File: config.mk
export PLATFORM = sky130hd
export DESIGN_NAME = pnfe_ctrl
export DESIGN_NICKNAME = d
export VERILOG_FILES = /design/src/rtl/core/pnfe_pkg.sv /design/src/rtl/core/pnfe_ctrl.sv
export SDC_FILE = /design/constraint.sdc
export NUM_CORES = 1
export LEC_CHECK = 0
export BUFFER_PORTS_ARGS = -buffer_cell sky130_fd_sc_hd__buf_2
export CAP_MARGIN = 20
export CORE_MARGIN = 10
export CORE_UTILIZATION = 49
export DETAILED_ROUTE_END_ITERATION = 16
export PLACE_DENSITY = 0.79
export SLEW_MARGIN = 40
export SYNTH_ARGS = -nofsm -noshare
export SYNTH_HDL_FRONTEND = slang
export SYNTH_SLANG_ARGS = --single-unit
File: constraint.sdc
create_clock -name aclk -period 2.6 [get_ports aclk]
set_clock_uncertainty 0.05 [all_clocks]
set_input_delay 0.52 -clock aclk [delete_from_list [all_inputs] [get_ports aclk]]
set_output_delay 0.52 -clock aclk [all_outputs]
set_load 0.1 [all_outputs]
File: src/rtl/core/pnfe_pkg.sv
// ----------------------------------------------------------------------------
// pnfe_pkg
// Shared types and constants of the Petri net firing engine.
// ----------------------------------------------------------------------------
package pnfe_pkg;

    localparam int MaxPlaces      = 16;
    localparam int MaxTransitions = 16;
    localparam int MaxArcs        = 8;
    localparam int TokenBits      = 16;
    localparam int PlaceW         = $clog2(MaxPlaces);
    localparam int TransW         = $clog2(MaxTransitions);
    localparam int ArcW           = $clog2(MaxArcs);
    localparam int SlotW          = TransW + ArcW;

    typedef enum logic [2:0] {
        ACT_LOAD = 3'd0,
        ACT_PRE  = 3'd1,
        ACT_POST = 3'd2,
        ACT_FIRE = 3'd3,
        ACT_LIST = 3'd4
    } action_t;

    typedef enum logic [2:0] {
        ST_OK        = 3'd0,
        ST_BAD_PLACE = 3'd1,
        ST_BAD_TRANS = 3'd2,
        ST_ZERO_WT   = 3'd3,
        ST_FULL      = 3'd4
    } status_t;

    localparam logic CFG_PLACE_COUNT = 1'b0;
    localparam logic CFG_TRANS_COUNT = 1'b1;

    // controller -> datapath commands
    typedef struct packed {
        logic             capture;     // latch input item
        logic             do_setup;    // load / arc action, one cycle
        logic             copy_mark;   // copy marking to work copy
        logic             clr_en;      // set enabled flag
        logic             pre_chk;     // check / subtract pre arc
        logic             post_add;
        logic             rd_scan;     // next arc read is for the scan transition
        logic             list_note;   // record scan transition result
        logic [ArcW:0]    k;           // arc slot read for the next cycle
        logic [TransW:0]  rd_t;        // scan transition read for the next cycle
        logic [TransW:0]  scan_t;
        logic             sub_phase;   // pre arcs subtract (fire) vs check
    } pnfe_cmd_t;

    typedef struct packed {
        action_t          action;
        logic             tr_ok;
        logic [ArcW:0]    pre_n;
        logic [ArcW:0]    post_n;
        logic [ArcW:0]    scan_pre_n;
    } pnfe_stat_t;

endpackage

File: src/rtl/core/pnfe_ctrl.sv
// ----------------------------------------------------------------------------
// pnfe_ctrl
// Sequencer: walks arcs for fire and list, hands results to the emitter.
// ----------------------------------------------------------------------------
module pnfe_ctrl (
    input  logic                aclk,
    input  logic                aresetn,
    input  logic                in_valid,
    output logic                in_ready,
    input  pnfe_pkg::pnfe_stat_t stat,
    input  logic                emit_busy,
    output logic                emit_start,
    output logic                emit_list,
    output pnfe_pkg::pnfe_cmd_t cmd
);
    import pnfe_pkg::*;

    typedef enum logic [7:0] {
        S_IDLE  = 8'b0000_0001,
        S_DEC   = 8'b0000_0010,
        S_CHK   = 8'b0000_0100,
        S_SUB   = 8'b0000_1000,
        S_ADD   = 8'b0001_0000,
        S_SCAN  = 8'b0010_0000,
        S_EMIT  = 8'b0100_0000,
        S_WAIT  = 8'b1000_0000
    } state_t;

    state_t           state_reg, state_next;
    logic [ArcW:0]    k_reg, k_next;
    logic [TransW:0]  t_reg, t_next;
    logic             list_reg, list_next;

    assign in_ready = (state_reg == S_IDLE) && !emit_busy;

    // sequencer
    always_comb begin
        state_next = state_reg;
        k_next     = k_reg;
        t_next     = t_reg;
        list_next  = list_reg;
        cmd        = '0;
        cmd.scan_t = t_reg;
        emit_start = 1'b0;
        emit_list  = list_reg;
        case (state_reg)
            S_IDLE: begin
                if (in_valid && !emit_busy) begin
                    cmd.capture = 1'b1;
                    state_next  = S_DEC;
                end
            end
            S_DEC: begin
                k_next = '0;
                t_next = '0;
                case (stat.action)
                    ACT_LOAD, ACT_PRE, ACT_POST: begin
                        cmd.do_setup = 1'b1;
                        list_next    = 1'b0;
                        state_next   = S_EMIT;
                    end
                    ACT_FIRE: begin
                        cmd.copy_mark = 1'b1;
                        cmd.clr_en    = 1'b1;
                        list_next     = 1'b0;
                        state_next    = stat.tr_ok ? S_CHK : S_EMIT;
                    end
                    ACT_LIST: begin
                        cmd.clr_en = 1'b1;
                        list_next  = 1'b1;
                        state_next = S_SCAN;
                    end
                    default: state_next = S_IDLE;
                endcase
            end
            // enable check of the fired transition, one pre arc a cycle
            S_CHK: begin
                if (k_reg < stat.pre_n) begin
                    cmd.pre_chk = 1'b1;
                    k_next = k_reg + 1'b1;
                end else begin
                    k_next = '0;
                    state_next = S_SUB;
                end
            end
            S_SUB: begin
                if (k_reg < stat.pre_n) begin
                    cmd.pre_chk   = 1'b1;
                    cmd.sub_phase = 1'b1;
                    k_next = k_reg + 1'b1;
                end else begin
                    k_next = '0;
                    state_next = S_ADD;
                end
            end
            S_ADD: begin
                if (k_reg < stat.post_n) begin
                    cmd.post_add = 1'b1;
                    k_next = k_reg + 1'b1;
                end else begin
                    state_next = S_EMIT;
                end
            end
            // list: every transition's pre arcs against stored marking
            S_SCAN: begin
                if (k_reg < stat.scan_pre_n) begin
                    cmd.pre_chk = 1'b1;
                    k_next = k_reg + 1'b1;
                end else begin
                    cmd.list_note = 1'b1;
                    k_next = '0;
                    t_next = t_reg + 1'b1;
                    if (t_reg == TransW'(MaxTransitions - 1)) state_next = S_EMIT;
                end
            end
            S_EMIT: begin
                emit_start = 1'b1;
                state_next = S_WAIT;
            end
            S_WAIT: state_next = S_IDLE;
            default: state_next = S_IDLE;
        endcase
        // arc store address given the cycle before its use
        cmd.k       = k_next;
        cmd.rd_t    = t_next;
        cmd.rd_scan = (state_next == S_SCAN);
    end

    always_ff @(posedge aclk) begin
        if (!aresetn) begin
            state_reg <= S_IDLE;
            k_reg     <= '0;
            t_reg     <= '0;
            list_reg  <= 1'b0;
        end else begin
            state_reg <= state_next;
            k_reg     <= k_next;
            t_reg     <= t_next;
            list_reg  <= list_next;
        end
    end

endmodule

==> summary by stage <==
Clocking
The TritonCTS clock tree is yes. CTS built an H-tree with a depth of 1. The later pin in the worst-skew pair is clocked with a latency of 0.31 ns. The root buffer cell is clkbuf_4. The number of buffers on the longest clock path is 2. The total clock buffers created by CTS is 3. The clock drives 18 sinks. Clock-pin slew was measured on the worst setup and hold paths at 0.11 ns.

Floorplan
The height of the chip is approximately 71 microns. For this configuration, the core starts out at a cell density of 51.7%. The core footprint is between 2000 and 2500 sq um. The die covers 5090 sq um. The width of the chip is 71.3 microns. The total I/O pin count is between 40 and 50. After floorplanning, the core was divided into 18 placement rows.

Timing
The accumulated negative setup slack is -2.98 ns. The headroom to the max-slew limit is 65.8%. After layout, the worst setup slack is -0.395 ns. The clock period minus worst slack is between 2 and 3 ns.

The fmax is between 300 and 400 MHz. The share of the clock period used by the worst path is 115%. Setup repair after global routing could not meet its margin everywhere.

The count of final hold-check violations is 0. The number of pins exceeding their max-slew limit in the final report is 0. The actual slew at the worst max-slew pin is 0.517 ns.

The final count of negative-setup-slack endpoints is 13.

Routing
The count of nets left with antenna violations once routing finished came out at 0. The count of unresolved DRC violations after routing is 0. The pre-antenna-repair detailed-routing pass consisted of 5 iterations.

The first routing iteration left 294 violations. Dividing the detail-routed via count by the number of cells gives 6.80. The total via count after detailed routing is 1822. The routed wire length per instance is 27.0 microns. For this block, the routed nets add up to 7230 microns of wire.

Status
The checks that failed: negative setup slack. The run finished, with violations left.

Synth
The number of nets produced by synthesis is 190. The post-synthesis cell type with the largest combined area is dfxtp_1. The number of synthesized flops with an enable pin is 0. During synthesis, Yosys emitted a total of 0 warnings. The netlist area before placement is 1290 sq um. The mean area per synthesized cell is approximately 8 sq um. The commonest cells after synthesis are dfxtp_1, nand2_1, nor2_1, and2_1. After synthesis, the cell types taking the most area are dfxtp_1, ha_1, and2_1. Counting flops and latches in the post-synthesis netlist gives 18. After technology mapping, the gate count stands at 158. The register area share after synthesis is 27.9%.

Among all flip-flop cells after synthesis, the most frequent one is dfxtp_1. The most frequent cell after synthesis is dfxtp_1. The area share of the leading cell type in the synthesized netlist is ~28%.

The proportion of synthesized flip-flops having asynchronous set or reset is 0%. Synthesis instantiated 39 different standard cells from the library.

Worst setup path
Data arrives at the worst endpoint at around 2.4 ns. The worst setup path is captured at an output port. Data on the critical path is required at its endpoint by 2.03 ns. The maximum fanout along the worst path is 6. The worst setup path is of the reg2out kind.

The kind of start point of the critical path is a register. Setup slack on the worst reg-to-reg path comes out at 0.30 ns.

Final layout
The sequential standard cell area is approximately 380 sq um. The fraction of final layout cells sized beyond drive strength 1 is 56.3%. The footprint of the multi-input gates is approximately 1200 sq um. The layout-stage area growth over the synthesis result is 88.7%.

At the end of the flow, the number of nets in the layout was 272. The number of diodes is 0. The fill cell instance count of the final layout is 40. The register with the most flip-flops in the layout has 8 of them. The post-layout instance area is 2440 sq um.

Global route
The global route total overflow is 0. The via count of the first global-routing pass was 1713. The wire length of the first global-routing pass is 8380 microns.

The global-route total usage across every layer is 19.9%. The initial antenna violation count was 0. Entering global routing, the biggest net connects 14 pins.

Place
Detailed placement finished with a half-perimeter wire length of 3340 microns. The placer congestion estimate is 0.813. The placed instances occupy a cell area of 2110 sq um. Prior to clock tree synthesis, the placed netlist has a worst setup slack of -0.159 ns. The count of buffers inserted at the top-level ports is 45.

Job
The number of maximum-capacitance constraint violations is 0.

Power
The leakage power of the design is roughly 0.0011 uW. The total power divided by cell area is roughly 230 nW/um^2. The maximum vdd drop is 0.000302 V.

Worst hold path
The class of the worst hold path is in2reg.
[cell usage in the layout, fill, tap and decap left out, drive strengths merged, types with 4 or more instances in the layout]
cell,instances
a21oi,7
and2,14
and3,5
buf,77
clkbuf,4
dfxtp,18
ha,12
inv,12
mux2i,5
nand2,17
nor2,16
nor2b,5
nor3,5
o21ai,4
[metrics by stage]
stage / total power, uW / util, % / hold slack, ns / cells
4_1_cts: 541 / 90.5 / 0.484 / 262
2_1_floorplan: 356 / - / 0.547 / 158
6_report: 570 / 97.4 / 0.509 / 268
3_5_place_dp: 397 / 84.4 / 0.516 / 249
5_1_grt: 582 / 97.4 / 0.542 / 268
3_3_place_gp: 393 / 84.4 / 0.449 / 249
[path summary, 6_finish.rpt]
check / to / cells after the start / start
max reg2reg: k_reg[0] / 7 / state_reg[3]
min reg2reg: emit_list / 2 / emit_list
min: state_reg[0] / 3 / emit_busy
max: cmd[14] / 7 / state_reg[3]
[area by class of cell]
class / count / area share [%]
Inverter: 12 / 2.47
Clock buffer: 3 / 0.924
Tap cell: 30 / 1.54
Multi-Input combinational cell: 127 / 48.2
Timing Repair Buffer: 78 / 31.1
Sequential cell: 18 / 15.7
[kinds of logic after synthesis]
group	share of synthesized area, %
fa+ha+maj	11.6
xor+xnor	0.678
flops	27.9
mux	5.04
simple gates	33.7
buf+inv	3.78
compound gates	17.2
[critical path, stage by stage (launching register included)]
cell and delay (ns):
dfxtp_1 0.55, xor2_1 0.26, o211ai_1 0.16, a221oi_2 0.31, a21bo_2 0.31, a22oi_2 0.27, nand2_4 0.09, buf_12 0.17
[layer usage]
layer  routed length [microns]  up-vias  track usage [%]
li1                          -      729                -
met1                      2460      845             21.6
met2                      3410      186             32.6
met3                       763       62             6.34
met4                       600        0             12.9
met5                         0        -                0
[power by group]
group | leakage, uW | switching (uW) | internal (uW)
logic | 0.000983 | 89.9 | 52.2
clock network | 0.0000138 | 95.2 | 54.2
registers | 0.000151 | 5.68 | 273
[repair_timing]
action                                  4_1_cts  5_1_grt
buffers inserted                             10        7
endpoints found under the setup margin       14       17
pin swaps                                    11       14
hold buffers                                  0        0
gates resized for setup                      19       27
(Power assumes the default switching activity.)
