$ cat src/rtl/core/pnfe_pkg.sv
// ----------------------------------------------------------------------------
// pnfe_pkg
// Shared types and constants of the Petri net firing engine.
// ----------------------------------------------------------------------------
package pnfe_pkg;

    localparam int MaxPlaces      = 16;
    localparam int MaxTransitions = 16;
    localparam int MaxArcs        = 8;
    localparam int TokenBits      = 16;
    localparam int PlaceW         = $clog2(MaxPlaces);
    localparam int TransW         = $clog2(MaxTransitions);
    localparam int ArcW           = $clog2(MaxArcs);
    localparam int SlotW          = TransW + ArcW;

    typedef enum logic [2:0] {
        ACT_LOAD = 3'd0,
        ACT_PRE  = 3'd1,
        ACT_POST = 3'd2,
        ACT_FIRE = 3'd3,
        ACT_LIST = 3'd4
    } action_t;

    typedef enum logic [2:0] {
        ST_OK        = 3'd0,
        ST_BAD_PLACE = 3'd1,
        ST_BAD_TRANS = 3'd2,
        ST_ZERO_WT   = 3'd3,
        ST_FULL      = 3'd4
    } status_t;

    localparam logic CFG_PLACE_COUNT = 1'b0;
    localparam logic CFG_TRANS_COUNT = 1'b1;

    // controller -> datapath commands
    typedef struct packed {
        logic             capture;     // latch input item
        logic             do_setup;    // load / arc action, one cycle
        logic             copy_mark;   // copy marking to work copy
        logic             clr_en;      // set enabled flag
        logic             pre_chk;     // check / subtract pre arc
        logic             post_add;
        logic             rd_scan;     // next arc read is for the scan transition
        logic             list_note;   // record scan transition result
        logic [ArcW:0]    k;           // arc slot read for the next cycle
        logic [TransW:0]  rd_t;        // scan transition read for the next cycle
        logic [TransW:0]  scan_t;
        logic             sub_phase;   // pre arcs subtract (fire) vs check
    } pnfe_cmd_t;

    typedef struct packed {
        action_t          action;
        logic             tr_ok;
        logic [ArcW:0]    pre_n;
        logic [ArcW:0]    post_n;
        logic [ArcW:0]    scan_pre_n;
    } pnfe_stat_t;

endpackage

$ cat src/rtl/core/pnfe_dp.sv
// ----------------------------------------------------------------------------
// pnfe_dp
// Datapath: marking, arc stores, saturating update and result emitter.
// ----------------------------------------------------------------------------
module pnfe_dp (
    input  logic                aclk,
    input  logic                aresetn,
    input  logic                cfg_we,
    input  logic                cfg_idx,
    input  logic [4:0]          cfg_data,
    input  logic [2:0]          in_action,
    input  logic [4:0]          in_place,
    input  logic [4:0]          in_transition,
    input  logic [7:0]          in_weight,
    input  logic [15:0]         in_token,
    input  pnfe_pkg::pnfe_cmd_t cmd,
    input  logic                emit_start,
    input  logic                emit_list,
    output pnfe_pkg::pnfe_stat_t stat,
    output logic                emit_busy,
    output logic                m_valid,
    input  logic                m_ready,
    output logic [23:0]         m_data,
    output logic                m_last
);
    import pnfe_pkg::*;

    localparam int TW = TokenBits;
    localparam logic signed [TW:0] TokMax = (TW+1)'((1 << (TW - 1)) - 1);
    localparam logic signed [TW:0] TokMin = -TokMax - (TW+1)'(1);

    logic [4:0]  np_cfg_reg, nt_cfg_reg;
    logic [4:0]  np, nt;
    logic [2:0]  act_reg;
    logic [4:0]  place_reg, tr_reg;
    logic [7:0]  wt_reg;
    logic [15:0] tok_in_reg;

    logic signed [TW-1:0] tok_reg  [MaxPlaces];
    logic signed [TW-1:0] work_reg [MaxPlaces];
    logic [ArcW:0] pre_tot_reg  [MaxTransitions];
    logic [ArcW:0] post_tot_reg [MaxTransitions];

    // arc stores: small memories, addressed {transition, slot}
    logic [PlaceW+7:0] pre_mem  [MaxTransitions*MaxArcs];
    logic [PlaceW+7:0] post_mem [MaxTransitions*MaxArcs];

    logic                 en_reg;
    logic [2:0]           status_reg;
    logic [3:0]           setup_idx_reg;
    logic signed [15:0]   setup_val_reg;
    logic [TransW:0]      list_cnt_reg;
    logic [TransW-1:0]    list_tr_reg [MaxTransitions];

    // effective counts
    function automatic logic [4:0] eff(input logic [4:0] r, input int lim);
        logic [4:0] n;
        n = r;
        if (n > 5'(lim)) n = 5'(lim);
        if (n > 5'd16) n = 5'd16;
        if (n == 5'd0) n = 5'd1;
        return n;
    endfunction

    assign np = eff(np_cfg_reg, MaxPlaces);
    assign nt = eff(nt_cfg_reg, MaxTransitions);

    logic [TransW-1:0] tr_idx, rd_tr;
    assign tr_idx = tr_reg[TransW-1:0];
    assign rd_tr  = cmd.rd_scan ? cmd.rd_t[TransW-1:0] : tr_idx;

    assign stat.action     = action_t'(act_reg);
    assign stat.tr_ok      = tr_reg < nt;
    assign stat.pre_n      = pre_tot_reg[tr_idx];
    assign stat.post_n     = post_tot_reg[tr_idx];
    assign stat.scan_pre_n = pre_tot_reg[cmd.scan_t[TransW-1:0]];

    // arc read: address given the cycle before, registered data
    logic [SlotW-1:0]  rd_slot;
    logic [PlaceW+7:0] pre_rd_reg, post_rd_reg;
    assign rd_slot = {rd_tr, cmd.k[ArcW-1:0]};
    always_ff @(posedge aclk) begin
        pre_rd_reg  <= pre_mem[rd_slot];
        post_rd_reg <= post_mem[rd_slot];
    end

    logic [PlaceW-1:0]   arc_p;
    logic [7:0]          arc_w;
    logic signed [TW:0]  cur, sum;
    logic signed [TW-1:0] satv;
    assign arc_p = cmd.post_add ? post_rd_reg[PlaceW+7:8] : pre_rd_reg[PlaceW+7:8];
    assign arc_w = cmd.post_add ? post_rd_reg[7:0] : pre_rd_reg[7:0];
    assign cur   = (cmd.sub_phase || cmd.post_add) ?
                   (TW+1)'(work_reg[arc_p]) : (TW+1)'(tok_reg[arc_p]);
    assign sum   = cmd.post_add ? cur + $signed({1'b0, TW'(arc_w)})
                                : cur - $signed({1'b0, TW'(arc_w)});
    assign satv  = (sum > TokMax) ? TokMax[TW-1:0] :
                   (sum < TokMin) ? TokMin[TW-1:0] : sum[TW-1:0];

    // setup checks
    logic [2:0] st_arc;
    logic [ArcW:0] tot_sel;
    always_comb begin
        tot_sel = (act_reg == ACT_PRE) ? pre_tot_reg[tr_idx] : post_tot_reg[tr_idx];
        st_arc  = ST_OK;
        if (act_reg == ACT_PRE) begin
            if (place_reg >= np)   st_arc = ST_BAD_PLACE;
            else if (tr_reg >= nt) st_arc = ST_BAD_TRANS;
        end else begin
            if (tr_reg >= nt)         st_arc = ST_BAD_TRANS;
            else if (place_reg >= np) st_arc = ST_BAD_PLACE;
        end
        if (st_arc == ST_OK && wt_reg == 8'd0) st_arc = ST_ZERO_WT;
        if (st_arc == ST_OK && tot_sel >= (ArcW+1)'(MaxArcs)) st_arc = ST_FULL;
    end

    // control state and marking
    always_ff @(posedge aclk) begin
        if (!aresetn) begin
            np_cfg_reg <= 5'd16;
            nt_cfg_reg <= 5'd16;
            for (int i = 0; i < MaxPlaces; i++) tok_reg[i] <= '0;
            for (int i = 0; i < MaxTransitions; i++) begin
                pre_tot_reg[i]  <= '0;
                post_tot_reg[i] <= '0;
            end
            en_reg       <= 1'b0;
            list_cnt_reg <= '0;
        end else begin
            if (cfg_we && cfg_idx == CFG_PLACE_COUNT) np_cfg_reg <= cfg_data;
            if (cfg_we && cfg_idx == CFG_TRANS_COUNT) nt_cfg_reg <= cfg_data;
            if (cmd.clr_en) begin
                en_reg       <= 1'b1;
                list_cnt_reg <= '0;
            end
            if (cmd.pre_chk && !cmd.sub_phase && ($signed({1'b0, arc_w}) > cur))
                en_reg <= 1'b0;
            // only transitions in use go on the list
            if (cmd.list_note) begin
                if (en_reg && cmd.scan_t < nt) begin
                    list_tr_reg[list_cnt_reg[TransW-1:0]] <= cmd.scan_t[TransW-1:0];
                    list_cnt_reg <= list_cnt_reg + 1'b1;
                end
                en_reg <= 1'b1;
            end
            if (cmd.do_setup) begin
                if (act_reg == ACT_LOAD && place_reg < np)
                    tok_reg[place_reg[PlaceW-1:0]] <= tok_in_reg;
                if (act_reg == ACT_PRE && st_arc == ST_OK)
                    pre_tot_reg[tr_idx] <= pre_tot_reg[tr_idx] + 1'b1;
                if (act_reg == ACT_POST && st_arc == ST_OK)
                    post_tot_reg[tr_idx] <= post_tot_reg[tr_idx] + 1'b1;
            end
        end
    end

    // input capture, work marking, arc writes, setup result
    always_ff @(posedge aclk) begin
        if (cmd.capture) begin
            act_reg    <= in_action;
            place_reg  <= in_place;
            tr_reg     <= in_transition;
            wt_reg     <= in_weight;
            tok_in_reg <= in_token;
        end
        if (cmd.copy_mark)
            for (int i = 0; i < MaxPlaces; i++) work_reg[i] <= tok_reg[i];
        if ((cmd.pre_chk && cmd.sub_phase && en_reg) || (cmd.post_add && en_reg))
            work_reg[arc_p] <= satv;
        if (cmd.do_setup) begin
            case (act_reg)
                ACT_LOAD: begin
                    status_reg    <= (place_reg < np) ? ST_OK : ST_BAD_PLACE;
                    setup_idx_reg <= place_reg[3:0];
                    setup_val_reg <= (place_reg < np) ? tok_in_reg : 16'd0;
                end
                ACT_PRE, ACT_POST: begin
                    status_reg    <= st_arc;
                    setup_idx_reg <= (st_arc == ST_OK) ? 4'(tot_sel) : 4'd0;
                    setup_val_reg <= 16'd0;
                end
                default: ;
            endcase
            if (act_reg == ACT_PRE && st_arc == ST_OK)
                pre_mem[{tr_idx, tot_sel[ArcW-1:0]}] <= {place_reg[PlaceW-1:0], wt_reg};
            if (act_reg == ACT_POST && st_arc == ST_OK)
                post_mem[{tr_idx, tot_sel[ArcW-1:0]}] <= {place_reg[PlaceW-1:0], wt_reg};
        end
        if (cmd.clr_en) begin
            status_reg <= (act_reg == ACT_FIRE && tr_reg >= nt) ? ST_BAD_TRANS : ST_OK;
        end
    end

    // emitter: output register walks the result run
    logic [1:0]  kind_reg;       // 0 single, 1 marking, 2 list
    logic [4:0]  ecnt_reg, elen_reg;
    logic        fire_en;
    logic [3:0]  eidx;
    logic signed [15:0] evalue;
    assign fire_en = (status_reg == ST_OK) && en_reg;
    assign eidx    = ecnt_reg[3:0];
    always_comb begin
        case (kind_reg)
            2'd1:    evalue = fire_en ? work_reg[eidx] : tok_reg[eidx];
            2'd2:    evalue = (ecnt_reg < 5'(list_cnt_reg)) ?
                              16'(list_tr_reg[eidx]) : -16'sd1;
            default: evalue = setup_val_reg;
        endcase
    end

    always_ff @(posedge aclk) begin
        if (!aresetn) begin
            m_valid   <= 1'b0;
            emit_busy <= 1'b0;
            ecnt_reg  <= '0;
            elen_reg  <= '0;
            kind_reg  <= '0;
        end else begin
            if (emit_start) begin
                emit_busy <= 1'b1;
                ecnt_reg  <= '0;
                // last result of the previous run may leave this cycle
                if (m_valid && m_ready) m_valid <= 1'b0;
                if (emit_list) begin
                    kind_reg <= 2'd2;
                    elen_reg <= nt;
                end else if (act_reg == ACT_FIRE) begin
                    kind_reg <= 2'd1;
                    elen_reg <= np;
                end else begin
                    kind_reg <= 2'd0;
                    elen_reg <= 5'd1;
                end
            end else if (emit_busy && (!m_valid || m_ready)) begin
                m_valid <= 1'b1;
                m_data  <= {(kind_reg == 2'd1) ? fire_en : 1'b0, evalue,
                            (kind_reg == 2'd0) ? setup_idx_reg : eidx,
                            (kind_reg == 2'd2) ? ST_OK : status_reg};
                m_last  <= (ecnt_reg + 1'b1 == elen_reg);
                ecnt_reg <= ecnt_reg + 1'b1;
                if (ecnt_reg + 1'b1 == elen_reg) emit_busy <= 1'b0;
            end else if (m_valid && m_ready) begin
                m_valid <= 1'b0;
            end
        end
    end

endmodule

$ cat config.mk
export PLATFORM = sky130hd
export DESIGN_NAME = pnfe_dp
export DESIGN_NICKNAME = d
export VERILOG_FILES = /design/src/rtl/core/pnfe_pkg.sv /design/src/rtl/core/pnfe_dp.sv
export SDC_FILE = /design/constraint.sdc
export NUM_CORES = 2
export LEC_CHECK = 0
export ABC_AREA = 0
export BUFFER_PORTS_ARGS = -buffer_cell sky130_fd_sc_hd__buf_4
export CORE_UTILIZATION = 60
export CTS_CLUSTER_SIZE = 14
export DETAILED_ROUTE_END_ITERATION = 8
export PLACE_DENSITY = 0.76
export SKIP_CTS_REPAIR_TIMING = 1
export SLEW_MARGIN = 10
export SYNTH_ARGS = -nofsm -noshare
export SYNTH_HDL_FRONTEND = slang
export SYNTH_SLANG_ARGS = --single-unit
$ cat constraint.sdc
create_clock -name aclk -period 10.7 [get_ports aclk]
set_input_delay 1.07 -clock aclk [delete_from_list [all_inputs] [get_ports aclk]]
set_output_delay 1.07 -clock aclk [all_outputs]
set_load 0.005 [all_outputs]
==> results.sh <==
export IMPL_cts_buffers=389
export IMPL_synthesis_area_sq_um=163000
export IMPL_finalWeightedCongestion=0.982
export IMPL_dp_slack_ns=2.57
export IMPL_synth_enable_flop_cells=3861
export IMPL_synth_area_per_cell_sq_um=19.7
export IMPL_max_slew_margin_pct=1.79
export IMPL_ys_ff_latch=3923
export IMPL_ant_nets=0
export IMPL_skew_ns=0.0748
export IMPL_power_mw=34.2
export IMPL_yosysUniqueCellTypes=80
export IMPL_syn_inst=8260
export IMPL_r2r_slack_ns=3.78
export IMPL_hold_class="in2reg"
export IMPL_period_share_pct=67.0
export IMPL_netlist_top_cell_by_area="edfxtp_1"
export IMPL_yosysMostFrequentCell="edfxtp_1"
export IMPL_layout_nets=8565
export IMPL_cts_root_buf="clkbuf_16"
export IMPL_dpl_instance_area_sq_um=168000
export IMPL_vias=88300
export IMPL_status="completed"
export IMPL_async_flop_share_pct=0
export IMPL_htreeDepth=5
export IMPL_cp_data_required_time_ns=11.33
export IMPL_critical_path_class="in2reg"
export IMPL_ys_seq_area_share_pct=72.0
export IMPL_ys_top_cells_by_count="3861 x edfxtp_1, 1282 x mux4_2, 523 x nor2_1, 454 x clkbuf_1, 421 x nand2_1"
export IMPL_max_stage_delay_ns=1.00
export IMPL_crit_path_end_kind="register"
export IMPL_wl_per_cell_um=37.0
export IMPL_drt_initial_drc_count=13600
export IMPL_dieHeight_um=523
export IMPL_yosys_top_cells_area="edfxtp_1 71%, mux4_2 18%, nor2_1 1.2%"
export IMPL_ios=115
export IMPL_worst_pin_slew_ns=1.47
export IMPL_r2r_end="work_reg[10][14]"
export IMPL_crit_start="cmd[17]"
export IMPL_synth_top_area_share_pct=71.2
export IMPL_start_util_pct=60.5
export IMPL_multi_input_area_sq_um=43700
export IMPL_antenna_found_initial=39
export IMPL_clk_pin_slew_ns=0.06
export IMPL_grtUsageTotal_pct=33.5
export IMPL_dpl_hpwl_um=258000
export IMPL_stdcell_count=12300
export IMPL_crit_chain="buf_4, mux2_4, buf_4, mux4_2, o22ai_1, or3_1, o31ai_1, ha_1, inv_1, a221oi_1, a21oi_1, nor2b_1, nand3b_1, o32a_1, mux2_4, nor2_1, o21ai_0"
export IMPL_port_buffers=112
export IMPL_peakVddDrop_mv=0.163
export IMPL_synth_flop_cell="edfxtp_1"
export IMPL_firstDrtPassIters=9
export IMPL_startpoint_type="input pin"
export IMPL_worstPathArrival_ns=7.80
export IMPL_powerDensity_nw_per_um2=189
export IMPL_r2r_start="pre_rd_reg[9]"
export IMPL_cts_tree="yes"
export IMPL_clock_sinks=3923
export IMPL_avgViaCountPerCell=7.15
export IMPL_grt_pass1_vias=88100
export IMPL_seq_area_sq_um=117000
export IMPL_fmax_mhz=139
export IMPL_rsz0062_at_grt="no"
export IMPL_fill_cells=16200
export IMPL_syn_nets=8378
export IMPL_clk_latency_ns=0.99
export IMPL_dieArea_sq_um=273000
export IMPL_placedCellCount=11600
export IMPL_grt_first_pass_wirelength_um=643000
export IMPL_die_w_um=523
export IMPL_layout_min_cycle_time_ns=7.17
export IMPL_cp_endpoint="work_reg[10][14]"
export IMPL_grt_overflow=0
export IMPL_crit_path_max_fanout=47
export IMPL_core_area_sq_um=269000
export IMPL_setup_viol=0
export IMPL_cts_max_path_buffers=4
export IMPL_ys_warn_count=0
export IMPL_crit_slowest_cell="nor2_1"
export IMPL_wl_um=456000
export IMPL_drive_gt1_share_pct=28.1
export IMPL_route_detailed_drc=0
export IMPL_hold_violations=0
export IMPL_timing_final_max_slew_violations=0
export IMPL_grt_start_max_net_pins=250
export IMPL_ff2ff_path_depth=16
export IMPL_totalNegativeSetupSlack_ns=0
export IMPL_rows=190
export IMPL_finalWorstSetupSlack_ns=3.53
export IMPL_area_growth_pct=11.2
export IMPL_fin_area_sq_um=181000
export IMPL_p_leak_nw=57.7
export IMPL_cap_violations=0
==> cell families after synthesis <==
family / count (synthesis) / synth area share [%]
DFF: 3923 / 72.0
xor gates and xnor gates: 27 / 0.145
adders and majority gates: 46 / 0.363
AOI/OAI and AO/OA: 615 / 2.48
and+or+nand+nor: 1563 / 4.46
muxes: 1477 / 19.1
buffers and inverters: 609 / 1.44
==> where the power goes <==
| group | total [mW] | internal [mW] | switching [mW] |
|---|---|---|---|
| logic | 3.43 | 1.15 | 2.28 |
| registers | 17.3 | 17.2 | 0.156 |
| clock network | 13.5 | 7.51 | 5.95 |
==> cells in the final DEF, fill, tap and decap left out, types with 22 or more instances in the layout <==
cell       count
o31ai_1       22
clkinv_2      77
buf_12        22
buf_4        341
a21boi_0      39
nor2_2        31
clkinv_1      83
bufinv_16     28
nand2b_1      26
mux2_2       154
nor3_1        30
and3_1        30
nand2_1      416
a21oi_1       59
ha_1          44
edfxtp_1    3861
o41ai_1       34
inv_1         38
nor2b_1       26
o21ai_0      206
o21a_1       109
clkbuf_16    394
clkbuf_1      93
mux2i_1       24
o22ai_1       22
and2_1       265
mux4_2      1282
dfxtp_1       57
nor2_1       490
nand3_1      159
==> per-layer routing <==
layer | wire length [um] | track usage [%] | vias up
met4 | 29800 | 19.2 | 26
met1 | 155000 | 43.8 | 45700
li1 | - | - | 34300
met3 | 57900 | 9.40 | 1374
met5 | 173 | 0.208 | -
met2 | 214000 | 51.2 | 6944
==> stage by stage <==
stage	utilization [%]	hold slack, ns
3_5_place_dp	62.6	0.489
2_1_floorplan	-	0.457
6_report	67.3	0.304
5_1_grt	67.3	0.274
4_1_cts	67.2	0.260
3_3_place_gp	62.6	0.483
==> cell type report <==
cell class | instances | share of cell area [%]
clock inverter | 225 | 1.18
antenna | 14 | 0.0194
clock buffer | 491 | 5.67
multi-input combinational | 3728 | 24.1
sequential | 3923 | 64.8
inverter | 39 | 0.0809
timing repair buffer | 366 | 1.69
tap | 3552 | 2.46
==> worst max-delay path: cells and delay by family <==
kind	cells	cell delay (ns)
and+or+nand+nor	4	1.71
buffers and inverters	3	1.21
adders and majority gates	1	0.48
muxes	3	1.57
AOI/OAI and AO/OA	6	1.63
==> how the worst min path moves through the flow <==
stage	end	slack (ns)	cells past startpoint	from
after floorplan	nt_cfg_reg[0]	0.46	2	nt_cfg_reg[0]
after global placement	elen_reg[3]	0.48	1	elen_reg[3]
after detailed placement	nt_cfg_reg[0]	0.49	2	nt_cfg_reg[0]
after CTS	tok_in_reg[12]	0.26	1	in_token[12]
after global routing	tok_in_reg[5]	0.27	1	in_token[5]
final	tok_in_reg[12]	0.30	1	in_token[12]
No activity file was read; power rests on OpenSTA's default activity.
